### src/rtl/core/cuwa_pkg.sv
// ----------------------------------------------------------------------------
// cuwa_pkg
// Shared constants, types and state encodings for the cpu utilisation
// window average block.
// ----------------------------------------------------------------------------
package cuwa_pkg;

  localparam int MAX_CPUS   = 64;
  localparam int MAX_WINDOW = 16;

  localparam int CPU_W    = $clog2(MAX_CPUS);
  localparam int SLOT_W   = $clog2(MAX_WINDOW);
  localparam int WIN_W    = 5;
  localparam int IDLE_W   = 64;
  localparam int UTIL_W   = 14;
  localparam int PERIOD_W = 16;
  localparam int CFG_W    = 16;
  localparam int DELTA_W  = 20;
  localparam int SUM_W    = 18;
  localparam int PROD_W   = 37;
  localparam int NUM_W    = 38;
  localparam int LIM_W    = 31;
  localparam int QUO_W    = 14;
  localparam int DVD_W    = 31;
  localparam int DVS_W    = 17;
  localparam int SD_W     = DVS_W + QUO_W - 1;
  localparam int DCNT_W   = 4;
  localparam int RING_AW  = CPU_W + SLOT_W;

  localparam int QUEUE_DEPTH = 2;
  localparam int QPTR_W      = 1;
  localparam int QCNT_W      = 2;

  localparam logic [UTIL_W-1:0]   FULL_SCALE   = 14'd10000;
  localparam logic [16:0]         TICK_SCALE   = 17'd100000;
  localparam logic [14:0]         LIMIT_SCALE  = 15'd20000;
  localparam logic [WIN_W-1:0]    WIN_MAX      = 5'd16;
  localparam logic [WIN_W-1:0]    WIN_RESET    = 5'd16;
  localparam logic [PERIOD_W-1:0] PERIOD_RESET = 16'd1000;

  // register indexes of the configuration port
  localparam logic CFG_WINDOW = 1'b0;
  localparam logic CFG_PERIOD = 1'b1;

  typedef struct packed {
    logic [CPU_W-1:0]   cpu;
    logic [DELTA_W-1:0] delta;
    logic               big;
    logic [SLOT_W-1:0]  pos;
    logic [WIN_W-1:0]   n;
    logic               first;
  } job_t;

  typedef struct packed {
    logic             start;
    logic [DVD_W-1:0] dividend;
    logic [DVS_W-1:0] divisor;
  } div_req_t;

  typedef struct packed {
    logic             done;
    logic [QUO_W-1:0] quotient;
  } div_rsp_t;

  typedef enum logic {
    F_IDLE,
    F_CALC
  } front_state_t;

  typedef enum logic [3:0] {
    B_IDLE,
    B_MULQ,
    B_MULL,
    B_CHK,
    B_DIV1,
    B_WRITE,
    B_SUM,
    B_DIV2,
    B_DONE
  } back_state_t;

endpackage

### src/rtl/core/cuwa_div.sv
// ----------------------------------------------------------------------------
// cuwa_div
// Restoring divider, one quotient bit per cycle, 14-bit quotient. The
// dividend must stay below divisor * 2^14.
// ----------------------------------------------------------------------------
module cuwa_div (
  input  logic               clk,
  input  logic               rst,
  input  cuwa_pkg::div_req_t req,
  output cuwa_pkg::div_rsp_t rsp
);

  logic [cuwa_pkg::DVD_W-1:0]  rem;
  logic [cuwa_pkg::SD_W-1:0]   sd;
  logic [cuwa_pkg::QUO_W-1:0]  quo;
  logic [cuwa_pkg::DCNT_W-1:0] cnt;
  logic                        busy;
  logic                        done;
  logic                        ge;

  assign ge = rem >= {1'b0, sd};

  always_ff @(posedge clk) begin
    if (rst) begin
      busy <= 1'b0;
      done <= 1'b0;
    end else if (req.start) begin
      busy <= 1'b1;
      done <= 1'b0;
    end else if (busy) begin
      if (cnt == '0) begin
        busy <= 1'b0;
        done <= 1'b1;
      end
    end else begin
      done <= 1'b0;
    end
  end

  always_ff @(posedge clk) begin
    if (req.start) begin
      rem <= req.dividend;
      sd  <= {req.divisor, {(cuwa_pkg::QUO_W-1){1'b0}}};
      quo <= '0;
      cnt <= cuwa_pkg::DCNT_W'(cuwa_pkg::QUO_W - 1);
    end else if (busy) begin
      if (ge) begin
        rem <= rem - {1'b0, sd};
      end
      quo <= {quo[cuwa_pkg::QUO_W-2:0], ge};
      sd  <= sd >> 1;
      cnt <= cnt - 1'b1;
    end
  end

  assign rsp.done     = done;
  assign rsp.quotient = quo;

endmodule

### config.mk
export PLATFORM = sky130hd
export DESIGN_NAME = cuwa_div
export DESIGN_NICKNAME = d
export VERILOG_FILES = /design/src/rtl/core/cuwa_pkg.sv /design/src/rtl/core/cuwa_div.sv
export SDC_FILE = /design/constraint.sdc
export NUM_CORES = 1
export LEC_CHECK = 0
export BUFFER_PORTS_ARGS = -buffer_cell sky130_fd_sc_hd__buf_2
export CORE_UTILIZATION = 63
export DETAILED_ROUTE_END_ITERATION = 6
export MAX_ROUTING_LAYER = met4
export PLACE_DENSITY = 0.86
export SYNTH_ARGS = -nofsm -noshare
export SYNTH_HDL_FRONTEND = slang
export SYNTH_SLANG_ARGS = --single-unit
export TNS_END_PERCENT = 10
### constraint.sdc
create_clock -name clk -period 4.7 [get_ports clk]
set_input_delay 0.94 -clock clk [delete_from_list [all_inputs] [get_ports clk]]
set_output_delay 0.94 -clock clk [all_outputs]
set_load 0.01 [all_outputs]
### Yosys cells after proc, flatten, opt, wreduce, memory -nomap -nowiden

Index checks and enable logic that the tools add are counted.

| storage, ports and cells | value |
|---|---|
| register bits after elaboration | 81 |
| latch bits | 0 |
| memory bits (writable) | 0 |
| ROM bits | 0 |
| output and inout port bits | 15 |
| logic and storage cells | 24 |
| memories | 0 |

| cells by class | value |
|---|---|
| add/sub/neg operators | 2 |
| $mul | 0 |
| divide/modulo/power cells | 0 |
| magnitude comparators | 1 |
| equal/unequal tests | 0 |
| shifts and indexed selects | 0 |
| mux-type cells | 8 |
| bitwise logic cells | 1 |
| reduce and logical (&&, ||, !) cells | 5 |

Operators by type and width:

| operator | count |
|---|---|
| $mux 31 | 3 |
| $mux 30 | 2 |
| $ge 31x30->1 | 1 |
| $sub 31x30->31 | 1 |
| $logic_not 4->1 | 1 |
| $reduce_bool 2->1 | 2 |
| $sub 4x1->4 const B | 1 |
| $mux 1 | 3 |
| $reduce_or 3->1 | 1 |
| $reduce_and 2->1 | 1 |
| $not 1->1 | 1 |

### Logic depth before layout (Yosys ltp)

| logic depth | value |
|---|---|
| depth after elaboration | 4 |
| mapped depth | 11 |

### Worst setup path after synthesis

No wires, ideal clock.

| path | value |
|---|---|
| path type | register to register |
| start point | register rem[13] in the netlist's numbering |
| end point | register rem[0] in the netlist's numbering, enable pin |
| setup time | 0.388 ns |
| data arrival time | 2.714 ns |
| required time | 4.312 ns |
| path slack | 1.598 ns |
| stages on the path, launching flop included | 9 |
| cells stage by stage | edfxtp_1 ha_1 nand4_2 or3_4 a2111oi_4 o31ai_2 nor4_2 o21ai_1 nand2_1 |

| between the ends | value |
|---|---|
| longest elaborated chain between the ends | 3 |

RTL lines:

| item | line | text |
|---|---|---|
| start: declaration | cuwa_div.sv:13 | `logic [cuwa_pkg::DVD_W-1:0] rem;` |
| start signal: assignment | cuwa_div.sv:42 | `rem <= req.dividend;` |
| start signal: assignment | cuwa_div.sv:48 | `rem <= rem - {1'b0, sd};` |
| $ge 31x30->1 | cuwa_div.sv:21 | `assign ge = rem >= {1'b0, sd};` |
| $reduce_bool 2->1 (no line) | -- |  |
| $reduce_and 2->1 (no line) | -- |  |

Every way passes these cells.
A chain may end at the register's enable or synchronous reset.

### Worst setup path in the final report

| path | value |
|---|---|
| start point | register rem[15] in the netlist's numbering |
| end point | register rem[22] in the netlist's numbering, enable pin |

Same word-level chain as after synthesis.

==> results.ini <==
[sta]
maxSlewViolCount=0
setup_viol=0
max-slew-margin-rel=0.4761
rsz0062_at_grt=false
finalWorstSetupSlack_ns=1.607
timing.final.hold_violations=0
tightest_slew_ns=0.7858
period_needed_ns=3.093
finalCritPeriodShare=0.6580
fmax_ghz=0.3233
clock_skew_ns=0.01384
setup_tns_ns=0

[cells_and_area]
antenna_cells=0
layout-area-overhead-vs-synth_pct=10.22
drive_gt1_frac=0.1754
fill_cells=616
layout.nets=705
fin_area_sq_um=5665
regArea_sq_um=2103
multiInputGateArea_sq_um=2748

[floorplanning]
num_rows=32
io_pins=66
die_width_microns=92.33
core_area_sq_um=7807
start_util=0.6583
dieArea_sq_um=8524
die_h_microns=92.33

[synth]
synthCells=567
yosys.area_share.xor_xnor=0.04260
ys_types=61
synth_fa_ha_area_frac=0.07936
synth_area_leaders=edfxtp_1, dfxtp_1, ha_1
synth-simple-area-share=0.1667
async_flop_share=0
syn_avg_cell_area_sq_um=9.065
synth_area_sq_um=5140
synth_edf_count=48
synth_flop_cell=edfxtp_1
muxShareOfSynthArea=0.06159
ys_seq_elements=81
synth_compound_area_frac=0.1843
synth_top_family_by_area=compound AO/OA/AOI/OAI gates
synth-seq-area-share=0.4090
synth.top_cell.area_share=0.2804
yosysTopAreaCell=edfxtp_1
synth_fp_nets=650
ys_warn_count=0

[worst_hold_path]
min_path_type=register to register

[global_route]
grt_pass1_wl_mm=18.69
grt_antenna_before_repair=0
grt_max_degree=61
grt.overflow.total=0
grt_pass1_vias=4129
gr-usage-all-layers=0.2855

[power_and_ir_drop]
switchingPower_mw=1.051
pwr-share-clk=0.191
total_power_mw=2.620
irDropWorstVdd_uv=257.0
powerDensity_nw_per_um2=462.4
p_int_mw=1.568
power_frac_seq=0.359
power_leakage_nw=2.339
sw_frac_of_total=0.4013
comb_power_share=0.450

[clock_network]
clock-sinks=81
cts-resized-gates=0
cts_tree=yes
clk_pin_slew_ns=0.09
ctsRootBufferMaster=clkbuf_8
h-tree-depth=3
cts_max_path_buffers=2
clk_latency_ns=0.37
cts_made_buffers=9
holdBufCountCts=0
postCtsSetupRepairBufs=0

[detailed_routing]
drt_iter0_drc=171
drt-total-wl_mm=11.43
drc_errors=0
postRouteAntennaNets=0
wl_per_cell_microns=15.68
first_pass_iters=5
vias=4259
drt-vias-per-instance=5.842

[placement]
place_ws_ns=1.643
io_buffers=65
hpwl_mm=8.320
finalWeightedCongestion=0.9630
placed_area_sq_um=5483

[setup_path]
setup.worst_path.class=register to register
cp-end-kind=register
startpoint_type=register
required_ns=4.74
path_max_fanout=22
arrival_ns=3.14

[outcome]
status=complete, no violations

[job]
drv_cap=0

power groups by stage:
stage / Combinational [mW] / Clock [mW] / Sequential, mW
global route: 1.29 / 0.525 / 0.951
global placement: 1.13 / 0 / 0.950
detailed placement: 1.14 / 0 / 0.956
floorplan: 0.925 / 0 / 0.937
finish: 1.18 / 0.501 / 0.940
CTS: 1.16 / 0.499 / 0.940
cell usage after synthesis (9+ instances only):
library cell and instances:
nand2_1 88, edfxtp_1 48, o21ai_0 48, nor2_1 46
a21oi_1 39, inv_1 38, dfxtp_1 33, ha_1 31
mux2i_1 26, clkbuf_1 16, xnor2_1 16, a21o_1 10
xor2_1 9
final timing paths:
check | cells after the start | slack (ns) | endpoint | from
setup / recovery | 9 | 1.61 | rem[22]$_DFFE_PP_ | rem[15]$_DFFE_PP_
hold / removal | 2 | 0.50 | quo[13]$_SDFFE_PP0P_ | quo[13]$_SDFFE_PP0P_
setup reg to reg | 9 | 1.61 | rem[22]$_DFFE_PP_ | rem[15]$_DFFE_PP_
hold reg to reg | 2 | 0.50 | quo[13]$_SDFFE_PP0P_ | quo[13]$_SDFFE_PP0P_
metal layers:
layer  track usage  wire length (microns)  part of all wire
met5             -                      0                 0
met1        0.3475                   5176              0.45
met2        0.4772                   5469              0.48
met3       0.05090                    519             0.045
met4        0.1016                    266             0.023
cell usage in the layout (no fill, tap or decap), types with 2 or more instances in the layout:
cell type	netlist	final
nand2_1	88	88
and2_1	3	3
nand4_1	7	7
mux2i_1	26	26
buf_4	3	5
xnor2_1	16	16
inv_1	38	38
nor3_1	5	5
ha_1	31	31
nand3_1	6	6
nor3b_1	3	3
buf_2	1	64
nor4_2	2	2
xor2_1	9	9
clkinv_4	0	3
o21ai_0	48	48
a21o_1	10	10
or2_2	2	2
a21oi_1	39	39
o21bai_1	2	2
nand2b_1	3	3
mux2_2	5	5
o21ai_1	8	8
dfxtp_1	33	32
nor2_1	46	46
nor2b_1	6	6
o211ai_1	5	5
o21a_1	7	7
a211oi_1	8	8
edfxtp_1	48	48
clkbuf_8	0	9
a21oi_2	2	2
inv_6	0	3
nor4b_1	3	3
o31ai_1	3	3
a31oi_1	3	3
nand4_2	2	2
state kept, by name (all words and copies together), names as in the netlist:
name  count
busy      1
done      1
cnt       4
rem      31
sd       30
quo      14
layout make-up:
cell class | instances | share of cell area
Sequential cell | 81 | 0.3712
Clock inverter | 7 | 0.01038
Timing Repair Buffer | 69 | 0.06316
Inverter | 39 | 0.02584
Clock buffer | 9 | 0.02186
Multi-Input combinational cell | 422 | 0.4850
Tap cell | 102 | 0.02253
logic make-up (layout without fill, tap and decap cells):
group                    count (synthesis)  after routing
multiplexers                            31             31
buffers and inverters                   64            124
AO/OA/AOI/OAI                          150            150
AND/OR/NAND/NOR                        184            184
flip-flops                              81             81
XOR/XNOR                                25             25
adder cells (fa/ha/maj)                 32             32
critical path, cell delays in order (launching register included):
cell,delay [ns]
edfxtp_1,0.40
ha_1,0.45
nand4_2,0.20
or3_4,0.42
a2111oi_4,0.34
o31ai_2,0.16
nor4_2,0.22
o21ai_1,0.13
nand2_1,0.11
buf_4,0.33
metrics by stage:
step,hold slack (ns),utilization,std cells
after global placement,0.4736,0.7022,713
after CTS,0.5059,0.7256,729
after detailed placement,0.4828,0.7022,713
final,0.5019,0.7256,729
after global routing,0.5416,0.7256,729
after floorplan,0.4647,-,567
Power figures use the tool's default switching activity.
