## src/rtl/core/cuwa_pkg.sv

```systemverilog
// ----------------------------------------------------------------------------
// cuwa_pkg
// Shared constants, types and state encodings for the cpu utilisation
// window average block.
// ----------------------------------------------------------------------------
package cuwa_pkg;

  localparam int MAX_CPUS   = 64;
  localparam int MAX_WINDOW = 16;

  localparam int CPU_W    = $clog2(MAX_CPUS);
  localparam int SLOT_W   = $clog2(MAX_WINDOW);
  localparam int WIN_W    = 5;
  localparam int IDLE_W   = 64;
  localparam int UTIL_W   = 14;
  localparam int PERIOD_W = 16;
  localparam int CFG_W    = 16;
  localparam int DELTA_W  = 20;
  localparam int SUM_W    = 18;
  localparam int PROD_W   = 37;
  localparam int NUM_W    = 38;
  localparam int LIM_W    = 31;
  localparam int QUO_W    = 14;
  localparam int DVD_W    = 31;
  localparam int DVS_W    = 17;
  localparam int SD_W     = DVS_W + QUO_W - 1;
  localparam int DCNT_W   = 4;
  localparam int RING_AW  = CPU_W + SLOT_W;

  localparam int QUEUE_DEPTH = 2;
  localparam int QPTR_W      = 1;
  localparam int QCNT_W      = 2;

  localparam logic [UTIL_W-1:0]   FULL_SCALE   = 14'd10000;
  localparam logic [16:0]         TICK_SCALE   = 17'd100000;
  localparam logic [14:0]         LIMIT_SCALE  = 15'd20000;
  localparam logic [WIN_W-1:0]    WIN_MAX      = 5'd16;
  localparam logic [WIN_W-1:0]    WIN_RESET    = 5'd16;
  localparam logic [PERIOD_W-1:0] PERIOD_RESET = 16'd1000;

  // register indexes of the configuration port
  localparam logic CFG_WINDOW = 1'b0;
  localparam logic CFG_PERIOD = 1'b1;

  typedef struct packed {
    logic [CPU_W-1:0]   cpu;
    logic [DELTA_W-1:0] delta;
    logic               big;
    logic [SLOT_W-1:0]  pos;
    logic [WIN_W-1:0]   n;
    logic               first;
  } job_t;

  typedef struct packed {
    logic             start;
    logic [DVD_W-1:0] dividend;
    logic [DVS_W-1:0] divisor;
  } div_req_t;

  typedef struct packed {
    logic             done;
    logic [QUO_W-1:0] quotient;
  } div_rsp_t;

  typedef enum logic {
    F_IDLE,
    F_CALC
  } front_state_t;

  typedef enum logic [3:0] {
    B_IDLE,
    B_MULQ,
    B_MULL,
    B_CHK,
    B_DIV1,
    B_WRITE,
    B_SUM,
    B_DIV2,
    B_DONE
  } back_state_t;

endpackage

```

## src/rtl/core/cuwa_front.sv

```systemverilog
// ----------------------------------------------------------------------------
// cuwa_front
// Accepts samples, forms the idle delta against the stored count per cpu and
// tracks the shared ring position and fill count.
// ----------------------------------------------------------------------------
module cuwa_front (
  input  logic                          clk,
  input  logic                          rst,
  input  logic                          item_valid,
  output logic                          item_stall,
  input  logic [cuwa_pkg::CPU_W-1:0]    cpu_index,
  input  logic [cuwa_pkg::IDLE_W-1:0]   idle_ticks,
  input  logic                          round_end,
  input  logic [cuwa_pkg::WIN_W-1:0]    window_length,
  output cuwa_pkg::job_t                job,
  output logic                          push,
  input  logic                          full
);

  cuwa_pkg::front_state_t state, state_next;

  logic [cuwa_pkg::IDLE_W-1:0] prev_mem [cuwa_pkg::MAX_CPUS];
  logic [cuwa_pkg::IDLE_W-1:0] prev_rd;
  logic [cuwa_pkg::MAX_CPUS-1:0] seen;

  logic [cuwa_pkg::CPU_W-1:0]  cpu_r;
  logic [cuwa_pkg::IDLE_W-1:0] idle_r;
  logic                        last_r;

  logic [cuwa_pkg::SLOT_W-1:0] ring_position, ring_position_next;
  logic [cuwa_pkg::WIN_W-1:0]  fill_count, fill_count_next;

  logic [cuwa_pkg::WIN_W-1:0]  n_win;
  logic [cuwa_pkg::SLOT_W-1:0] pos;
  logic [cuwa_pkg::WIN_W-1:0]  pos_inc;
  logic [cuwa_pkg::IDLE_W-1:0] prev;
  logic [cuwa_pkg::IDLE_W-1:0] delta;
  logic                        accept;

  assign accept = item_valid && !item_stall;

  // zero acts as one, anything above the maximum as the maximum
  always_comb begin
    if (window_length == '0) begin
      n_win = cuwa_pkg::WIN_W'(1);
    end else if (window_length > cuwa_pkg::WIN_MAX) begin
      n_win = cuwa_pkg::WIN_MAX;
    end else begin
      n_win = window_length;
    end
  end

  always_comb begin
    pos     = ({1'b0, ring_position} >= n_win) ? '0 : ring_position;
    pos_inc = {1'b0, pos} + 1'b1;
    prev    = seen[cpu_r] ? prev_rd : '0;
    delta   = idle_r - prev;
  end

  always_comb begin
    job.cpu   = cpu_r;
    job.delta = delta[cuwa_pkg::DELTA_W-1:0];
    job.big   = |delta[cuwa_pkg::IDLE_W-1:cuwa_pkg::DELTA_W];
    job.pos   = pos;
    job.n     = (fill_count < n_win) ? fill_count : n_win;
    job.first = (fill_count == '0);
  end

  always_comb begin
    ring_position_next = ring_position;
    fill_count_next    = fill_count;
    if (last_r) begin
      if (fill_count != '0) begin
        ring_position_next = (pos_inc >= n_win) ? '0 : pos_inc[cuwa_pkg::SLOT_W-1:0];
      end
      fill_count_next = (fill_count < n_win) ? fill_count + 1'b1 : n_win;
    end
  end

  // next state
  always_comb begin
    state_next = state;
    case (state)
      cuwa_pkg::F_IDLE: begin
        if (item_valid) state_next = cuwa_pkg::F_CALC;
      end
      cuwa_pkg::F_CALC: begin
        if (!full) state_next = cuwa_pkg::F_IDLE;
      end
      default: state_next = cuwa_pkg::F_IDLE;
    endcase
  end

  // outputs
  always_comb begin
    item_stall = 1'b1;
    push       = 1'b0;
    case (state)
      cuwa_pkg::F_IDLE: item_stall = 1'b0;
      cuwa_pkg::F_CALC: push = !full;
      default: begin
        item_stall = 1'b1;
        push       = 1'b0;
      end
    endcase
  end

  always_ff @(posedge clk) begin
    if (rst) begin
      state         <= cuwa_pkg::F_IDLE;
      seen          <= '0;
      ring_position <= '0;
      fill_count    <= '0;
    end else begin
      state <= state_next;
      if (push) begin
        seen[cpu_r]   <= 1'b1;
        ring_position <= ring_position_next;
        fill_count    <= fill_count_next;
      end
    end
  end

  always_ff @(posedge clk) begin
    if (accept) begin
      cpu_r   <= cpu_index;
      idle_r  <= idle_ticks;
      last_r  <= round_end;
      prev_rd <= prev_mem[cpu_index];
    end
  end

  always_ff @(posedge clk) begin
    if (push) begin
      prev_mem[cpu_r] <= idle_r;
    end
  end

endmodule

```

## config.mk

```make
export PLATFORM = sky130hd
export DESIGN_NAME = cuwa_front
export DESIGN_NICKNAME = d
export VERILOG_FILES = /design/src/rtl/core/cuwa_pkg.sv /design/src/rtl/core/cuwa_front.sv
export SDC_FILE = /design/constraint.sdc
export NUM_CORES = 2
export LEC_CHECK = 0
export ABC_CLOCK_PERIOD_IN_PS = 7300
export BUFFER_PORTS_ARGS = -buffer_cell sky130_fd_sc_hd__buf_2
export CAP_MARGIN = 20
export CORE_UTILIZATION = 35
export DETAILED_ROUTE_END_ITERATION = 12
export PLACE_DENSITY = 0.52
export SYNTH_ARGS = -nofsm -noshare
export SYNTH_HDL_FRONTEND = slang
export SYNTH_SLANG_ARGS = --single-unit
```

## constraint.sdc

```tcl
create_clock -name clk -period 7.3 [get_ports clk]
set_input_delay 0.365 -clock clk [delete_from_list [all_inputs] [get_ports clk]]
set_output_delay 0.365 -clock clk [all_outputs]
set_load 0.02 [all_outputs]
```

# Word level (Yosys, flattened, before mapping)
# Memories as Yosys holds them, arrays and structs flattened. A register that Yosys moved wholly into a read port is not among the register bits.
# Cells that the tools add are included.
# totals
ram_bits	4096
mem_count	1
register_bits	145
inputBits	80
wordCells	46
# mem_list
name	depth	word_bits	rd	rd_ports_with_merged_regs	write_ports	line	source
prev_mem	64	64	1	1	1	cuwa_front.sv:22	logic [cuwa_pkg::IDLE_W-1:0] prev_mem [cuwa_pkg::MAX_CPUS];
# classes
magnitude_cmp	6
n_reduce_logical	9
n_bitwise	2
n_mux	18
add_sub_neg	3
# ops
op	n
$mux W64	1
$or A64 B64 Y64	1
$sub A64 B64 Y64	1
$reduce_or A44 Y1	1
$mux W5	4
$logic_not A5 Y1	2
$mux W1	8
$mux W4	2
$lt A6 B7 Y1 const B	1
$bmux W1 S6	1
$demux W1 S6	1
$ge A6 B1 Y1 const B	1
$add A4 B1 Y5 const B	1
$add A5 B1 Y5 const B	1
$ge A4 B5 Y1	1
$ge A5 B5 Y1	1
$gt A5 B5 Y1 const B	1
$lt A5 B5 Y1	1
$reduce_bool A5 Y1	1
$reduce_and A3 Y1	1
$logic_and A1 B1 Y1	2
$pmux W1 S2	1
$reduce_and A2 Y1	1
$logic_not A1 Y1	1
$not A1 Y1	1

# Longest topological paths before layout
# logic_depth
ltp_word	8
ltp_mapped	24
mapped_depth_nobuf	20

# Worst setup path before layout
# Ideal clock, no wire load.
# synth_path
path_kind	reg-to-reg
from	register state
to	register cpu_r[0] (netlist bit) (enable)
setup_slack_ns	0.307
arrival_ns	6.347
path_stages_with_launch	2
t_required_ns	6.654
path_buffers	0
path_cell_list	dfxtp_1 nor2b_1
# synth_via
elab_chain_cells	2
# synth_lines
element	line	source
start, declared	cuwa_front.sv:20	cuwa_pkg::front_state_t state, state_next;
start signal, assigned	cuwa_front.sv:110	state <= cuwa_pkg::F_IDLE;
start signal, assigned	cuwa_front.sv:115	state <= state_next;
$not A1 Y1	-	
$logic_and A1 B1 Y1	cuwa_front.sv:40	assign accept = item_valid && !item_stall;
net accept	cuwa_front.sv:38	logic accept;
end signal, assigned	cuwa_front.sv:126	cpu_r <= cpu_index;
end, declared	cuwa_front.sv:26	logic [cuwa_pkg::CPU_W-1:0] cpu_r;
# The timed path passes the listed nets, and every way through them passes these cells.
# A chain may end at the register's enable or synchronous reset.

==> summary.md <==
| Metric | Value |
|---|---|
| Status | complete, but fails checks |
| Failing checks | design-rule violations |
| Pint | 41.1 mW |
| # IOs | 119 |
| Final net count | 7864 |
| Placed cells | 13400 |
| CP Max Fanout | 14 |
| DR pass1 iterations | 10 |
| IO buf count | 118 |
| Avg Cell Area, Syn | 23.6 um2 |
| Gate power share | 5.6% |
| Final Hold Fails | 0 |
| Site Rows | 253 |
| Post-synthesis sequential area ratio | 77.1% |
| DRC viols | 4 |
| Max IR drop VDD | 0.193 mV |
| Slowest CP cell | or4_4 |
| Compound-gate portion of the synthesized area | 1.38% |
| Most used DFF post-synth | edfxtp_1 |
| CTS root buf | clkbuf_16 |
| Average vias per placed instance | 5.75 |
| Tmin final | 7.30 ns |
| Final Cycle Share | 100% |
| Mapped Cells | 7068 |
| Num CTS Buffers | 439 |
| Global router's overall resource usage | 21.0% |
| Core area | 475000 um2 |
| Switching power | 11.5 mW |
| CP arrival | 6.93 ns |
| Synthesis-stage register bit count | 4305 |
| Core Util, Final | 40.8% |
| Total routed wirelength | 512000 um |
| Post-DRT Antenna Nets | 0 |
| Max Clock Freq | 137 MHz |
| CTS tree | done |
| Vias | 82400 |
| Clock power frac | 42.2% |
| Simple-gate share of the synthesized area | 1.52% |
| Wire length per cell | 35.7 um |
| Element type at the critical path start | flip-flop |
| Max-cap viol count | 0 |
| Vias in the first global route | 83200 |
| Relative slew slack | 22.2% |
| Largest family of logic cells by synthesized area | multiplexers |
| Sw frac | 21.8% |
| Synthesized area | 167000 um2 |
| Part of the power in registers | 52.2% |
| DR iter-0 viols | 10600 |
| Yosys cell types | 90 |
| Slew Limit Fails | 0 |
| Lkg Pwr | 59.5 nW |
| Routability cong. | 0.874 |
| Initial antenna violation count | 35 |
| Hold Slack | 0.0930 ns |
| Final HPWL DP | 276000 um |
| Post-Synth XOR/XNOR Area | 0.236% |
| First-pass GRT wire length | 700000 um |
| Largest net degree at the start of global routing | 110 |
| Final setup fails | 0 |
| Synth Net Count | 7229 |
| Synth async-reset ratio | 0% |
| WS Path Type | flip-flop to primary output |
| Post-synth EDFFs | 4231 |
| Die Y | 692 um |
| Final setup TNS | 0 ns |
| Die Wd | 692 um |
| Worst hold path type | input pin to flip-flop |
| Final Power | 52.5 mW |
| Initial core utilization | 35.2% |
| Cell mode on critical path | buf_4 |
| Non-Filler Instances | 14300 |
| Crit path capture type | primary output |
| DIE AREA | 479000 um2 |
| CTS Buffer Depth | 4 |
| Share of cells above drive strength 1 | 32.6% |
| Slew at the pin with the worst max-slew slack | 1.17 ns |
| GRT Residual Overflow | 0 |
| Syn-to-layout area delta | 16.0% |
| Clock sink total | 4305 |
| Max incr delay on CP | 0.55 ns |
| Power Density | 272 nW/um2 |
| Post-synthesis mux area share | 18.3% |
| Synth warnings | 0 |
| RSZ-0062 raised after global routing | true |
| Reg clk slew, reported paths | 0.06 ns |
| CTS HTree Levels | 5 |
| Post-Synth Adder-Cell Area | 0.612% |
| Filler cell count | 41000 |
| Clk_skew | 0.0757 ns |
| Clk_lat worst skew | 1.03 ns |
| Worst endpoint required time | 6.93 ns |
-- layer usage --
metal	track usage, %	wire (um)	up-vias	part of all wire (%)
li1	-	-	31800	-
met1	30.2	217000	46300	42
met2	33.5	242000	3666	47
met3	4.06	41500	616	8.1
met4	4.39	11300	8	2.2
met5	0	46	-	0.0090
-- through the flow --
step | setup slack, ns | cell area [um2]
finish | 0.00315 | 193000
global route | -0.263 | 193000
CTS | -0.145 | 193000
detailed placement | -0.243 | 177000
global placement | -0.489 | 177000
floorplan | 0.307 | 167000
-- worst paths after layout --
kind             startpoint                to  slack [ns]  cells past startpoint
min          idle_ticks[25]        idle_r[25]        0.09                      2
min reg2reg         seen[1]           seen[1]        0.47                      2
max reg2reg           state  prev_mem[41][50]        3.12                      5
max                cpu_r[2]           job[10]       0.003                     25
-- flip-flops by register name (all words and copies together), names as in the netlist --
register,cells
ring_position,4
prev_rd,64
state,1
last_r,1
cpu_r,6
idle_r,64
seen,64
prev_mem,4096
fill_count,5
-- critical path, delay by kind of cell (launching register included) --
kind,cells,cell delay (ns)
AND/OR/NAND/NOR,4,1.10
buffers and inverters,7,1.34
multiplexers,1,0.32
adder cells (fa/ha/maj),1,0.24
AO/OA/AOI/OAI,11,2.34
XOR/XNOR,1,0.10
flip-flops,1,0.43
-- power by group through the flow --
| stage | Clock, mW | Sequential (mW) | Combinational, mW |
|---|---|---|---|
| 4_1_cts | 22.6 | 27.4 | 2.92 |
| 6_report | 22.2 | 27.4 | 2.92 |
| 3_5_place_dp | 0 | 28.0 | 2.79 |
| 2_1_floorplan | 0 | 28.1 | 1.60 |
| 5_1_grt | 23.5 | 27.4 | 3.11 |
| 3_3_place_gp | 0 | 28.0 | 2.75 |
-- layout by cell type, fill, tap and decap left out, types with 17 or more instances in the layout --
cell / instances
edfxtp_1: 4231
mux4_2: 1346
clkbuf_16: 441
buf_4: 271
nor2_1: 179
nand2_1: 145
buf_2: 111
clkbuf_1: 108
dlygate4sd3_1: 108
clkinv_1: 99
dfxtp_1: 74
clkinv_2: 71
nor2_4: 64
a21oi_1: 61
buf_12: 51
ha_1: 48
bufinv_16: 41
o21ai_0: 38
inv_1: 28
a21o_1: 28
a21oi_2: 27
nand4_1: 25
nand3_1: 24
xnor2_1: 23
xor2_1: 20
ha_4: 17
-- Yosys cell counts, types with 10 or more instances --
master	number	share of area [%]
a21o_1	28	0.13
a21oi_1	93	0.28
a22oi_1	12	0.054
buf_1	69	0.16
buf_2	14	0.042
clkbuf_1	266	0.60
dfxtp_1	74	0.89
edfxtp_1	4231	76
ha_1	80	0.60
inv_1	28	0.063
mux4_2	1346	18
nand2_1	157	0.35
nand2b_1	14	0.053
nand3_1	26	0.078
nand4_1	25	0.094
nor2_1	247	0.56
nor2b_1	18	0.068
nor3_1	16	0.048
nor4_1	11	0.041
o211ai_1	10	0.045
o21ai_0	46	0.14
o21ba_2	11	0.066
o21bai_1	12	0.054
xnor2_1	24	0.13
xor2_1	21	0.11
-- repair_timing --
action | in CTS | in global routing
endpoints found under the setup margin | 1 | 1
endpoints found under the hold margin | 147 | 0
gates resized for setup | 139 | 40
pin swaps | 55 | 37
hold buffers | 108 | 0
gates cloned | 1 | 0
buffers inserted | 29 | 12
-- logic make-up (layout without fill, tap and decap cells) --
logic type,after synthesis,after routing
AOI/OAI and AO/OA,328,328
xor gates and xnor gates,45,45
adders and majority gates,81,81
buffers and inverters,388,1387
DFF,4305,4305
muxes,1361,1361
other,0,8
and+or+nand+nor,560,560
-- layout make-up --
class	instances	area [um2]	area share, %
tap	6247	7820	4.04
multi-input combinational	2375	38000	19.7
inverter	28	105	0.0543
timing repair buffer	554	4890	2.53
clock inverter	252	2540	1.31
clock buffer	553	11500	5.94
sequential	4305	129000	66.5
antenna	8	20.0	0.0103
No activity file was read; power rests on OpenSTA's default activity.
