$ cat src/rtl/core/cuwa_pkg.sv
// ----------------------------------------------------------------------------
// cuwa_pkg
// Shared constants, types and state encodings for the cpu utilisation
// window average block.
// ----------------------------------------------------------------------------
package cuwa_pkg;

  localparam int MAX_CPUS   = 64;
  localparam int MAX_WINDOW = 16;

  localparam int CPU_W    = $clog2(MAX_CPUS);
  localparam int SLOT_W   = $clog2(MAX_WINDOW);
  localparam int WIN_W    = 5;
  localparam int IDLE_W   = 64;
  localparam int UTIL_W   = 14;
  localparam int PERIOD_W = 16;
  localparam int CFG_W    = 16;
  localparam int DELTA_W  = 20;
  localparam int SUM_W    = 18;
  localparam int PROD_W   = 37;
  localparam int NUM_W    = 38;
  localparam int LIM_W    = 31;
  localparam int QUO_W    = 14;
  localparam int DVD_W    = 31;
  localparam int DVS_W    = 17;
  localparam int SD_W     = DVS_W + QUO_W - 1;
  localparam int DCNT_W   = 4;
  localparam int RING_AW  = CPU_W + SLOT_W;

  localparam int QUEUE_DEPTH = 2;
  localparam int QPTR_W      = 1;
  localparam int QCNT_W      = 2;

  localparam logic [UTIL_W-1:0]   FULL_SCALE   = 14'd10000;
  localparam logic [16:0]         TICK_SCALE   = 17'd100000;
  localparam logic [14:0]         LIMIT_SCALE  = 15'd20000;
  localparam logic [WIN_W-1:0]    WIN_MAX      = 5'd16;
  localparam logic [WIN_W-1:0]    WIN_RESET    = 5'd16;
  localparam logic [PERIOD_W-1:0] PERIOD_RESET = 16'd1000;

  // register indexes of the configuration port
  localparam logic CFG_WINDOW = 1'b0;
  localparam logic CFG_PERIOD = 1'b1;

  typedef struct packed {
    logic [CPU_W-1:0]   cpu;
    logic [DELTA_W-1:0] delta;
    logic               big;
    logic [SLOT_W-1:0]  pos;
    logic [WIN_W-1:0]   n;
    logic               first;
  } job_t;

  typedef struct packed {
    logic             start;
    logic [DVD_W-1:0] dividend;
    logic [DVS_W-1:0] divisor;
  } div_req_t;

  typedef struct packed {
    logic             done;
    logic [QUO_W-1:0] quotient;
  } div_rsp_t;

  typedef enum logic {
    F_IDLE,
    F_CALC
  } front_state_t;

  typedef enum logic [3:0] {
    B_IDLE,
    B_MULQ,
    B_MULL,
    B_CHK,
    B_DIV1,
    B_WRITE,
    B_SUM,
    B_DIV2,
    B_DONE
  } back_state_t;

endpackage

$ cat src/rtl/core/cuwa_queue.sv
// ----------------------------------------------------------------------------
// cuwa_queue
// Two-entry job queue between the front and the back.
// ----------------------------------------------------------------------------
module cuwa_queue (
  input  logic           clk,
  input  logic           rst,
  input  logic           push,
  input  cuwa_pkg::job_t push_job,
  output logic           full,
  input  logic           pop,
  output logic           valid,
  output cuwa_pkg::job_t pop_job
);

  cuwa_pkg::job_t              slots [cuwa_pkg::QUEUE_DEPTH];
  logic [cuwa_pkg::QPTR_W-1:0] wr_ptr;
  logic [cuwa_pkg::QPTR_W-1:0] rd_ptr;
  logic [cuwa_pkg::QCNT_W-1:0] count;

  assign full    = (count == cuwa_pkg::QCNT_W'(cuwa_pkg::QUEUE_DEPTH));
  assign valid   = (count != '0);
  assign pop_job = slots[rd_ptr];

  always_ff @(posedge clk) begin
    if (rst) begin
      wr_ptr <= '0;
      rd_ptr <= '0;
      count  <= '0;
    end else begin
      if (push) wr_ptr <= wr_ptr + 1'b1;
      if (pop)  rd_ptr <= rd_ptr + 1'b1;
      if (push && !pop) begin
        count <= count + 1'b1;
      end else if (pop && !push) begin
        count <= count - 1'b1;
      end
    end
  end

  always_ff @(posedge clk) begin
    if (push) slots[wr_ptr] <= push_job;
  end

endmodule

$ cat config.mk
export PLATFORM = sky130hd
export DESIGN_NAME = cuwa_queue
export DESIGN_NICKNAME = d
export VERILOG_FILES = /design/src/rtl/core/cuwa_pkg.sv /design/src/rtl/core/cuwa_queue.sv
export SDC_FILE = /design/constraint.sdc
export NUM_CORES = 1
export LEC_CHECK = 0
export ABC_AREA = 1
export BUFFER_PORTS_ARGS = -buffer_cell sky130_fd_sc_hd__clkbuf_2
export CAP_MARGIN = 10
export CORE_ASPECT_RATIO = 1.5
export CORE_MARGIN = 1
export CORE_UTILIZATION = 30
export CTS_CLUSTER_SIZE = 30
export DETAILED_ROUTE_END_ITERATION = 10
export GPL_TIMING_DRIVEN = 0
export PLACE_DENSITY_LB_ADDON = 0.08
export SLEW_MARGIN = 30
export SYNTH_ARGS = -nofsm -noshare
export SYNTH_HDL_FRONTEND = slang
export SYNTH_SLANG_ARGS = --single-unit
$ cat constraint.sdc
create_clock -name clk -period 3.1 [get_ports clk]
set_input_delay 0.62 -clock clk [delete_from_list [all_inputs] [get_ports clk]]
set_output_delay 0.62 -clock clk [all_outputs]
set_load 0.01 [all_outputs]
-- Word level (Yosys, flattened, before mapping)
Memories as Yosys holds them, arrays and structs flattened. A register that Yosys moved wholly into a read port is not among the register bits.
Cells that the tools add are included.
- register bits: 4
- bits in writable memories: 74
- bits of input ports: 41
- word-level logic and storage cells: 21
- memories: 1
- memories (memory ; depth ; bits a word ; read ports ; clocked after memory_dff ; wr ports ; RTL line ; text):
    slots ; 2 ; 37 ; 1 ; 1 ; 1 ; cuwa_queue.sv:16 ; cuwa_pkg::job_t slots [cuwa_pkg::QUEUE_DEPTH];
- add/sub/neg operators: 4
- equal/unequal tests: 1
- multiplexer cells: 6
- reductions and logical operators: 6
- operators with widths (operator ; count):
    two-way mux 1 bit ; 4
    two-way mux 2 bit ; 2
    nonzero test 2 bit ; 2
    adder 1 bit, second input constant ; 2
    adder 2 x 1 -> 2 bit, second input constant ; 1
    == test 2 bit, second input constant ; 1
    logical AND 1 bit ; 2
    logical NOT 1 bit ; 2
    subtractor 2 x 1 -> 2 bit, second input constant ; 1

-- Logic depth before layout (Yosys ltp)
Gate-level depths: netlist of run 1.
- depth after elaboration: 4
- gate-level depth with buffers: 8
- depth with buffers taken out: 8

-- Least setup slack after synthesis of run 1
OpenSTA, ideal clock, no wires.
- path kind: in2reg
- from: in push
- to: mem slots[0][0] (netlist name) (enable)
- arrival time: 2.218 ns
- path slack: 0.450 ns
- stages: 2
- path buffers: 0
- path through: inv_1 -> nor2_1
- word-level cells in the longest chain between the ends: 2
- RTL lines (item ; RTL line ; text):
    from (decl) ; cuwa_queue.sv:8 ; input logic push,
    two-way mux 1 bit ; cuwa_queue.sv:42 ; if (push) slots[wr_ptr] <= push_job;
    two-way mux 1 bit (implied by the code) ; cuwa_queue.sv:42 ;
    to (decl) ; cuwa_queue.sv:16 ;
No other way between the ends.

==> results list, run 1 <==
- Net switching is approximately 20% of the power.
- Registers are responsible for 45.2% of the overall power.
- Register bit total from synthesis: 79
- The max-slew violation total from the final report was 0.
- For this run, the post-layout net count is roughly 280.
- The synthesized design contains 74 enable-type register cells.
- Share of synthesized area occupied by flip-flops and latches: approximately three quarters
* Type of the worst setup path: reg2out
- The worst register-to-register path has a setup slack of between 1.5 and 2 ns.
- Unrepaired setup endpoints after global routing: false
* Biggest cell delay along the critical path: 0.32 ns
- The H-tree generated during clock tree synthesis spans 3 levels.
* Part of the power in combinational logic: 11.2%
- Compared with the post-synthesis result, the final layout area differs by 32.05%.
- Number of DRC markers after the initial detailed-route iteration: 71
* Warnings, synthesis: 0
* Area enclosed by the die boundary: between 10,000 and 15,000 um2
- The final critical path takes up around two thirds of the cycle.
* Total clock buffers created by CTS: 9
- Reg2reg end: slots[1][34]
- Post-CTS setup buffers: 0
- Global routing consumed, on the met1 layer, between 10% and 20% of the routing resources.
- Leading post-synthesis cells by instance count: sky130_fd_sc_hd__edfxtp_1 (74), sky130_fd_sc_hd__mux2_4 (30), sky130_fd_sc_hd__inv_1 (9)
* Clock transition time at the flip-flop clock pins of the worst setup and hold paths: 0.06 ns
* Count of antenna-violating nets left after detailed routing: 0
- Mean instance size in the synthesized netlist: roughly 20 um2
- Entering global routing, the biggest net connects 21 pins.
* DRC violations left: 5
* Clock period minus worst slack: 2.052 ns
- Min setup slack post-route: 1.048 ns
* Synthesized instance count: about 150
- After floorplanning, the core was divided into 44 placement rows.
- The startpoint identified for the worst register-to-register timing path is wr_ptr.
- The biggest area contributor in the post-synthesis netlist is sky130_fd_sc_hd__edfxtp_1.
* Fmax: around 490 MHz
- The die is between 80 and 90 um wide.
- For this configuration, the core starts out at a cell density of a little under a third.
- I/O pins: 80
* Post-Route Skew: approximately 0.0065 ns
* Clock tree root buffer cell: sky130_fd_sc_hd__clkbuf_16
- Cells with a size suffix above 1 make up a little under three fifths of the layout.
- The worst hold path belongs to the class in2reg.
- The routed design has between 5 and 6 mm of wire.
- STA classifies the critical path startpoint as a register.
* Via count of the first global-routing pass: about 1,600
* Pwr Density: roughly 690 nW/um2
- Leakage component of the power: around 1.6 nW
- 0 antenna diodes ended up in the layout.
- Slew @ Worst Pin: just over 0.5 ns
* Routing usage on met2: ~18%
- After global routing, the most crowded layer is met2.
* Worst slew margin relative to its limit: 65.41%
* Violations in the final reports: DRC
- For this design the total switching power over the nets is 0.5530 mW.
* Dominant cell by count in the synthesized netlist: sky130_fd_sc_hd__edfxtp_1
- Pre-antenna DRT Iters: 7
* PortBufs: 79
* Final Wtd Congestion: 0.6479
- Measured on the finished design, the core utilization comes to between 40% and 50%.
- Setup violations remaining at the end of the flow were counted as 0.
- GR Util met3: under 10%
* Routed WL per cell: 14.36 um
- Status: finished, violations left
* Vias per cell: ~4.3
- First-pass GRT wire length: a little over 8 mm
- For this run, the total global-route usage over all layers was measured as 10.81%.
- Leading register cell type out of synthesis: sky130_fd_sc_hd__edfxtp_1
- Critical path depth in cells: 4
- Worst IR drop on VDD: 0.3157 mV
- Summed over all nets, the half-perimeter wirelength after detailed placement is ~3.5 mm.
- Critical Path Sink: pop_job[29]
* Critical path cell sequence: buf_6 -> buf_12 -> mux2_4 -> clkbuf_2
- Startpoint of the worst hold path: push_job[24]
* Fill cell instance count of the final layout: approximately 930
* Residual overflow from global routing: 0
- After synthesis, the largest area contributor takes up between 70 and 80% of total cell area.
* Cell class contributing the biggest share of worst-path delay: buffers and inverters
- The number of buffers and inverters on the critical path is 3.
- The clock passes through at most 2 buffers.
* Synth Cell Area: 3049 um2
- The number of different library cells used by synthesis comes to 16.
- Total of hold buffers inserted after clock tree synthesis: 0
- TritonCTS Sinks: 79
- Prior to clock tree synthesis, the placed netlist has a worst setup slack of between 1 and 1.5 ns.
- Clock share of power: 43.6%
- Maximum net fanout on the critical path: 10
* Critical path arrival: between 1 and 1.5 ns
- In this run, post-CTS repair resized a total of 0 instances.
- Slowest cell on crit path: sky130_fd_sc_hd__dfxtp_1
* Vertical die dimension: roughly 130 um
- Post-synthesis async set-or-reset flop share: 0%
- Number of antenna violations at the first check in global routing: 0
- Synth Net Count: between 150 and 200
- Required time worst endpoint: ~2.5 ns
- Internal power contribution: ~2.2 mW
* Clock tree from TritonCTS: yes
- Ranked by total cell area, the synthesized netlist is headed by sky130_fd_sc_hd__edfxtp_1 (73%), sky130_fd_sc_hd__mux2_4 (15%), sky130_fd_sc_hd__dfxtp_1 (3.3%), sky130_fd_sc_hd__mux2_2 (2.6%), sky130_fd_sc_hd__buf_12 (2.0%).
- Counting cells, the worst reg-to-reg path comes to 3.
- The clock reaches the later pin of the worst-skew pair after 0.33 ns.
- The number of hold-slack violations in the final timing report was 0.
- Overall power consumption after layout is estimated at about 2.8 mW.
- The tool flagged a number of max-cap violations equal to 0.
- Via count: roughly 1,500
* Core region area: ~9800 um2
- STA classifies the critical path endpoint as an output port.
==> metrics by stage <==
step                      instances  instance area (um2)  TNS [ns]  hold WS (ns)
final                           361                 4026         0        0.4737
after floorplan                 148                 3049         0        0.4799
after CTS                       361                 4026         0        0.4563
after detailed placement        345                 3679         0        0.4979
after global placement          342                 3588    -34.18        0.4961
after global routing            361                 4026         0        0.4605
==> power groups by stage <==
| stage | registers [mW] | logic (mW) | clock network, mW |
|---|---|---|---|
| floorplan | 1.27 | 0.189 | 0 |
| global placement | 1.27 | 0.299 | 0 |
| detailed placement | 1.27 | 0.319 | 0 |
| CTS | 1.25 | 0.320 | 1.24 |
| global route | 1.25 | 0.338 | 1.28 |
| finish | 1.25 | 0.310 | 1.20 |
==> worst reg2reg max path: cells and delay by family (launching register included) <==
kind,cells,cell delay (ns)
buffers and inverters,2,0.62
DFF,1,0.39
and+or+nand+nor,1,0.08
==> layout make-up <==
type,count,area (um2),share of cell area [%]
Clock buffer,11,242.7,6.029
Sequential cell,79,2322,57.68
Clock inverter,5,105.1,2.610
Inverter,9,33.78,0.8390
Multi-Input combinational cell,56,629.4,15.63
Timing Repair Buffer,82,478.0,11.87
Tap cell,115,143.9,3.574
Buffer,4,71.32,1.771
==> worst min-delay path by stage <==
stage | cells past startpoint | slack (ns) | endpoint
3_5_place_dp | 2 | 0.50 | register
5_1_grt | 1 | 0.46 | slots[0][32]
3_3_place_gp | 2 | 0.50 | wr_ptr
6_report | 1 | 0.47 | slots[0][24]
2_1_floorplan | 2 | 0.48 | register
4_1_cts | 1 | 0.46 | slots[0][24]
==> sequential cells by signal (all words and copies together), names as in the netlist, named ones only <==
register	flops
wr_ptr	1
count	2
slots	74
rd_ptr	1
==> placed cells by master (no fill, tap or decap) <==
cell type / Yosys / layout
sky130_fd_sc_hd__clkbuf_2: 0 / 79
sky130_fd_sc_hd__edfxtp_1: 74 / 74
sky130_fd_sc_hd__mux2_4: 30 / 30
sky130_fd_sc_hd__clkbuf_16: 0 / 9
sky130_fd_sc_hd__inv_1: 9 / 8
sky130_fd_sc_hd__mux2_2: 7 / 7
sky130_fd_sc_hd__nand2_1: 6 / 6
sky130_fd_sc_hd__nor2_1: 6 / 5
sky130_fd_sc_hd__dfxtp_1: 5 / 5
sky130_fd_sc_hd__buf_12: 3 / 3
sky130_fd_sc_hd__bufinv_16: 0 / 3
sky130_fd_sc_hd__buf_16: 0 / 3
sky130_fd_sc_hd__clkinvlp_4: 0 / 2
sky130_fd_sc_hd__buf_6: 1 / 1
sky130_fd_sc_hd__inv_2: 0 / 1
sky130_fd_sc_hd__nor2_4: 0 / 1
sky130_fd_sc_hd__o21ai_0: 1 / 1
sky130_fd_sc_hd__a21oi_1: 1 / 1
sky130_fd_sc_hd__xnor2_1: 1 / 1
sky130_fd_sc_hd__nor3_1: 1 / 1
sky130_fd_sc_hd__nand3_1: 1 / 1
sky130_fd_sc_hd__nand4_1: 1 / 1
sky130_fd_sc_hd__ha_1: 1 / 1
sky130_fd_sc_hd__clkbuf_8: 0 / 1
sky130_fd_sc_hd__clkbuf_1: 0 / 1
==> routing by layer <==
layer | vias up | routed length, um | share of wire (%)
met1 | 743 | 2055 | 40
met4 | 0 | 129 | 2.5
li1 | 744 | - | -
met2 | 50 | 2623 | 51
met5 | - | 0 | 0
met3 | 9 | 375 | 7.2
==> cell families after synthesis <==
kind of cell | synth area share [%]
adders and majority gates | 0.4103
xor gates and xnor gates | 0.2873
DFF | 76.16
AOI/OAI and AO/OA | 0.3280
buffers and inverters | 3.447
and+or+nand+nor | 2.010
muxes | 17.36
Power figures use the tool's default switching activity.
==> inputs of run 2 (changes only) <==
==> constraint.sdc (replaced) <==
create_clock -name clk -period 2 [get_ports clk]
set_input_delay 0.4 -clock clk [delete_from_list [all_inputs] [get_ports clk]]
set_output_delay 0.4 -clock clk [all_outputs]
set_load 0.01 [all_outputs]
==> run 2 against run 1 <==
The run still ends with DRC left; sequential share of layout area increased by 0.27 points; total power rose by 53%; sequential power up 54%; critical path depth did not move; flip-flop and latch count unchanged; clock skew is 0.0041 ns lower; largest cell class unchanged; non-clock buffer count is the same.
==> results list, run 2 (same netlist as run 1, synthesis figures left out) <==
- Overall die width: 84.32 um
* Post-CTS setup buffers: 0
* Max FFs per register: between 70 and 80
- Measured along the y axis, the die boundary spans about 130 um.
- At the worst endpoint, the required time is approximately 1.6 ns.
- Once detail routing completed, the nets flagged for antenna violations numbered 0.
- The number of gates resized after CTS was 0.
- Unrepaired setup endpoints after global routing: false
- Hold Path Class: in2reg
- In this run the critical register-to-register path is launched from wr_ptr.
* Status: finished, violations left
- After detailed routing, the average wire length per cell comes to ~14 um.
- Sum of buffers and inverters on the critical path: 3
- Entering global routing, the biggest net connects 24 pins.
- The clock reaches the later pin of the worst-skew pair after 0.33 ns.
* Worst slew margin relative to its limit: ~72%
- At the pin with the least slew margin, the transition time is 0.4162 ns.
- The critical path in this run is classified as reg2out.
- The initial utilization of the core area, before any placement, comes to between 30% and 40%.
- In this run the clock root is driven by a sky130_fd_sc_hd__clkbuf_16.
* Area enclosed by the die boundary: between 10,000 and 15,000 um2
* Sum of net half-perimeters after detailed placement: ~3.4 mm
* NetSw: 0.8478 mW
- The initial antenna violation count was 0.
- The floorplan step defined a core boundary enclosing 9799 um2.
- On the critical path the largest part of the delay comes from buffers and inverters.
- Clock transition time at the flip-flop clock pins of the worst setup and hold paths: about 0.060 ns
- Top library cells by usage in the layout, fill and taps aside: sky130_fd_sc_hd__clkbuf_2 (79), sky130_fd_sc_hd__edfxtp_1 (74), sky130_fd_sc_hd__mux2_4 (30), sky130_fd_sc_hd__clkbuf_16 (9), sky130_fd_sc_hd__inv_1 (8)
* Fmax: 544.5 MHz
- In this run the most critical hold path is launched from push_job[36].
* Total of hold buffers inserted after clock tree synthesis: 0
- The number of cells on the worst reg-to-reg path is 3.
* GRT met1 Usage: 10.95%
- At the worst endpoint, the arrival time is around 1.4 ns.
- Via count of the first global-routing pass: about 1,600
- Top flop regs: slots x74, count x2
- Startpoint type of the worst setup path: register
- For this design, the slowest cell found on the critical path is sky130_fd_sc_hd__dfxtp_1.
- The clock arrives with roughly 0.0024 ns of skew.
- Critical path cell sequence: buf_6 -> buf_12 -> mux2_4 -> clkbuf_2
* Clock tree from TritonCTS: yes
- Sequential Power Share: 45.8%
* Final cycle utilization of the critical path: roughly nine tenths
* Final Wtd Congestion: roughly 0.62
- The max-slew violation total from the final report is 0.
- Critical Path Sink: pop_job[29]
* Clock period minus worst slack: around 1.8 ns
- Buffers inserted during clock tree synthesis total 9.
- Vias per cell: 4.327
* Maximum net fanout on the critical path: 10
- Worst IR drop on VDD: 0.4174 mV
* PortBufs: 79
* Pwr Density: between 1000 and 1500 nW/um2
- Count of H-tree levels built during CTS: 3
- GR Util met3: 2.904%
- Setup slack on the worst reg-to-reg path comes out at about 0.65 ns.
- Per report_power, the clock group accounts for 42.9% of the total.
- Combinational cells account for between 10% and 20% of the total power.
- End-of-flow core utilization: between 40% and 50%
- Reg2reg end: slots[1][8]
- Clock tree buffer depth: 2
- The number of antenna diodes in the final layout is 0.
- TritonCTS Sinks: between 70 and 80
- The net count of the finished layout is around 280.
* Most utilized layer in the global route result: met2
- The number of hold-slack violations in the final timing report was 0.
- Type of element capturing the critical path: output port
- First-pass GRT wire length: between 7 and 8 mm
- Biggest cell delay along the critical path: 0.32 ns
- Pre-antenna DRT Iters: 7
- Total detailed-routing wirelength: 5.138 mm
- Internal power contribution: 3.374 mW
- Via count: between 1,500 and 2,000
- Across the run, the number of max-cap violations was 0.
* Share of cells above drive strength 1: 56.50%
- Counting buffers and inverters, the worst setup path is 4 cells deep.
- Most common cell after layout, fill and taps aside: sky130_fd_sc_hd__clkbuf_2
- Counting flops per register, the top entry is slots.
- Final setup vio count: 0
* Leakage component of the power: roughly 1.6 nW
- Relative to the synthesized area, the layout overhead comes to 31.43%.
* Violations in the final reports: DRC
* Placement row count: 44
- The design draws ~4.2 mW.
- All-Layer GR Usage: roughly a tenth
* Routing usage on met2: between 15 and 20%
- Residual overflow from global routing: 0
* Number of DRC markers after the initial detailed-route iteration: 47
- Switch share: roughly 20%
* I/O pins: 80
- DRC violations left: 7
[run 2: through the flow]
step | setup TNS [ns] | instance area [um2] | std cells | hold WS [ns] | setup WS [ns]
final | 0 | 4008 | 361 | 0.2575 | 0.1633
after global routing | 0 | 4008 | 361 | 0.2409 | 0.07941
after CTS | 0 | 4008 | 361 | 0.2402 | 0.1306
after detailed placement | 0 | 3671 | 345 | 0.5049 | 0.4817
after global placement | -34.52 | 3591 | 342 | 0.4976 | -0.6598
after floorplan | 0 | 3052 | 148 | 0.4724 | 0.2034
[run 2: per-layer routing]
layer	vias up	wire, um
met2	49	2682
met1	755	1984
li1	746	-
met5	-	0
met4	0	188
met3	12	284
[run 2: worst min-delay path by stage]
stage	cells after the start	to	slack, ns
after floorplan	1	register	0.47
after global placement	2	register	0.50
after detailed placement	2	rd_ptr	0.50
after CTS	1	slots[0][27]	0.24
after global routing	1	slots[1][25]	0.24
final	1	slots[0][36]	0.26
[run 2: area by class of cell]
type / instances / area [um2]
Fill cell: 941 / 5792
Sequential cell: 79 / 2322
Multi-Input combinational cell: 56 / 629.4
Timing Repair Buffer: 82 / 470.5
Clock buffer: 9 / 225.2
Tap cell: 115 / 143.9
Clock inverter: 7 / 111.4
Buffer: 4 / 71.32
Inverter: 9 / 33.78
[run 2: power groups by stage]
stage	clock, mW	combinational [mW]	sequential [mW]
5_1_grt	1.92	0.521	1.94
4_1_cts	1.86	0.495	1.93
3_3_place_gp	0	0.466	1.97
3_5_place_dp	0	0.492	1.97
2_1_floorplan	0	0.294	1.96
6_report	1.81	0.479	1.93
[run 2: worst reg2reg max path, stage by stage (launching register included)]
cell                      delay (ns)
sky130_fd_sc_hd__dfxtp_1        0.39
sky130_fd_sc_hd__nand2_1        0.08
sky130_fd_sc_hd__inv_2          0.32
sky130_fd_sc_hd__buf_12         0.25
==> inputs of run 3 (changes only) <==
--- a/config.mk
+++ b/config.mk
@@ -8,7 +8,7 @@
 export ABC_AREA = 1
 export BUFFER_PORTS_ARGS = -buffer_cell sky130_fd_sc_hd__clkbuf_2
 export CAP_MARGIN = 10
-export CORE_ASPECT_RATIO = 1.5
+export CORE_ASPECT_RATIO = 1.2
 export CORE_MARGIN = 1
 export CORE_UTILIZATION = 30
 export CTS_CLUSTER_SIZE = 30
==> run 3 against run 2 <==
The run now ends clean; register-to-register slack lost 0.10 ns; maximum frequency grew 0.11%; highest routed layer unchanged; clock power shrank 16%; utilization is essentially flat; largest power group unchanged; sequential share of layout area grew 0.58 points; cell area shrank 1.0%.
==> results list, run 3 (same netlist as run 1, synthesis figures left out) <==
- Status: complete, no violations
- In this run the count of I/O pins placed on the die edge is 80.
* Cell class contributing the biggest share of worst-path delay: buffers and inverters
- The startpoint identified for the worst hold timing path is push_job[25].
- Via count: 1,539
- The critical path contains buffers and inverters numbering 3 combined.
- Share of cells above drive strength 1: 55.28%
* Clock transition time at the flip-flop clock pins of the worst setup and hold paths: 0.05 ns
- Combinational logic is responsible for 12.2% of the overall power.
- Number of antenna violations at the first check in global routing: 0
- The number of cells on the worst reg-to-reg path is 3.
- Critical path cell sequence: buf_6 -> buf_12 -> mux2_4 -> clkbuf_2
* Required time worst endpoint: 1.60 ns
* Worst setup slack before clock tree synthesis: between 0.3 and 0.4 ns
* Number of nets at the end of the flow: roughly 280
- Min setup slack post-route: between 0.15 and 0.2 ns
* Maximum net fanout on the critical path: 10
- Clock tree from TritonCTS: yes
* Count of antenna-violating nets left after detailed routing: 0
- RR Startpoint: wr_ptr
- End-of-flow core utilization: a little over 40%
* Area enclosed by the die boundary: ~11,000 um2
* Overall die width: roughly 94 um
- Number of DRC markers after the initial detailed-route iteration: 24
- Power spread over the standard cell area amounts to between 900 and 1000 nW/um2.
* Clock tree root buffer cell: sky130_fd_sc_hd__clkbuf_16
- Residual overflow from global routing: 0
* Final cycle utilization of the critical path: between 90% and 100%
* Count of endpoints failing hold in the final timing report: 0
* Type of element capturing the critical path: output port
- Max Slew Vio Count: 0
- Counting I/O delays and the setup requirement, the final critical path takes 1.835 ns.
- Counting every sink on the clock net gives 79.
* Total clock buffers created by CTS: 9
- Using the TritonRoute via totals, the vias-per-cell ratio works out to 4.171.
- Worst slew margin relative to its limit: approximately three fifths
- The worst setup path is launched from a register.
* Fill cell instance count of the final layout: ~890
* Number of maximum-capacitance violations: 0
* All-Layer GR Usage: 10.55%
* Slew @ Worst Pin: between 0.6 and 0.7 ns
* Clock share of power: roughly two fifths
- In this run the vertical extent of the chip is between 100 and 150 um.
* Pin count of the biggest net entering global routing: 26
- Setup repair after global routing left no endpoint under its margin.
- The largest single stage delay on the critical path is about 0.32 ns.
* Fmax: roughly 550 MHz
* Routed WL per cell: roughly 14 um
- The largest registers in the layout are slots x74, count x2.
- Sequential Power Share: 49.2%
* NetSw: around 0.82 mW
- In this run, post-CTS hold repair placed 0 buffers.
* Initial cell density of the core: between 30% and 40%
- Top library cells by usage in the layout, fill and taps aside: sky130_fd_sc_hd__clkbuf_2 (79), sky130_fd_sc_hd__edfxtp_1 (74), sky130_fd_sc_hd__mux2_4 (30), sky130_fd_sc_hd__clkbuf_16 (9), sky130_fd_sc_hd__inv_1 (8)
* Hold Path Class: in2reg
- The design draws about 3.9 mW.
- Via count of the first global-routing pass: ~1,600
* Type of the worst setup path: reg2out
* Post-CTS setup buffers: 0
- The clock tree synthesis step divided the H-tree into 3 levels.
- The area growth from synthesis to layout is 30.12%.
- For this run, design rule violations remaining after detail routing come to 0.
* Switch share: 20.84%
- The path with the worst hold slack has its endpoint at slots[1][25].
- The worst register-to-register path ends at slots[1][10].
* Critical path arrival: approximately 1.4 ns
* Setup_tns: 0 ns
* First-pass GRT wire length: ~8.1 mm
- Pre-antenna DRT Iters: 4
- Max FFs per register: between 70 and 80
- Sum of net half-perimeters after detailed placement: between 3 and 4 mm
- The tightest hold path in the finished design has a slack of 0.2566 ns.
* Number of gates resized after cts: 0
- Post-Route Skew: approximately 0.0019 ns
- The number of antenna diodes in the final layout is 0.
- Clock insertion delay at the later pin of the skew report: 0.33 ns
* Most common cell after layout, fill and taps aside: sky130_fd_sc_hd__clkbuf_2
* Worst IR drop on VDD: roughly 0.56 mV
- Placement row count: 39
- Internal power contribution: ~3.1 mW
- Register with the most flip-flops: slots
- Hold Crit Depth: 1
- Setup slack, reg-to-reg: between 0.5 and 0.6 ns
* Clock tree buffer depth: 2
- Final Wtd Congestion: between 0.6 and 0.7
- During placement, the flow inserted port buffers numbering 79.
- Leakage component of the power: 1.610 nW
- Core region area: 9711 um2
- Wires add up to ~5.0 mm.
* Final setup vio count: 0
- Slowest cell on crit path: sky130_fd_sc_hd__dfxtp_1
## run 3: cell types whose count changed in the layout (fill, tap and decap cells not counted), sizes merged
cell,change
bufinv,-2
clkinv,+2
## run 3: final cells by class
cell class | instances | area (um2) | area share [%]
multi-input combinational | 56 | 629.4 | 15.86
buffer | 4 | 71.32 | 1.798
sequential | 79 | 2322 | 58.53
clock buffer | 9 | 225.2 | 5.676
tap | 123 | 153.9 | 3.879
clock inverter | 7 | 53.80 | 1.356
inverter | 9 | 33.78 | 0.8515
timing repair buffer | 82 | 478.0 | 12.05
## run 3: worst max path at each step
stage / startpoint / endpoint / slack (ns) / cells past startpoint
2_1_floorplan: push / slots[0][0] / 0.20 / 2
3_5_place_dp: push / slots[0][12] / 0.35 / 5
5_1_grt: register / pop_job[26] / 0.08 / 4
4_1_cts: register / pop_job[1] / 0.13 / 4
3_3_place_gp: push / slots[0][13] / -0.66 / 3
6_report: register / pop_job[25] / 0.17 / 4
## run 3: layer usage
layer	share of wire (%)	GRT usage [%]
met5	0	0
met4	2.2	5.846
met3	7.1	4.472
met2	50	16.84
met1	41	11.77
## run 3: per-stage QoR
| step | instance area (um2) | instances |
|---|---|---|
| 6_report | 3968 | 369 |
| 4_1_cts | 3968 | 369 |
| 3_5_place_dp | 3689 | 353 |
| 2_1_floorplan | 3052 | 148 |
| 3_3_place_gp | 3601 | 350 |
| 5_1_grt | 3968 | 369 |
## run 3: power groups by stage
stage	sequential, mW	clock (mW)	combinational [mW]
CTS	1.93	1.56	0.494
global placement	1.97	0	0.465
global route	1.94	1.63	0.524
detailed placement	1.97	0	0.492
floorplan	1.96	0	0.294
finish	1.93	1.52	0.477
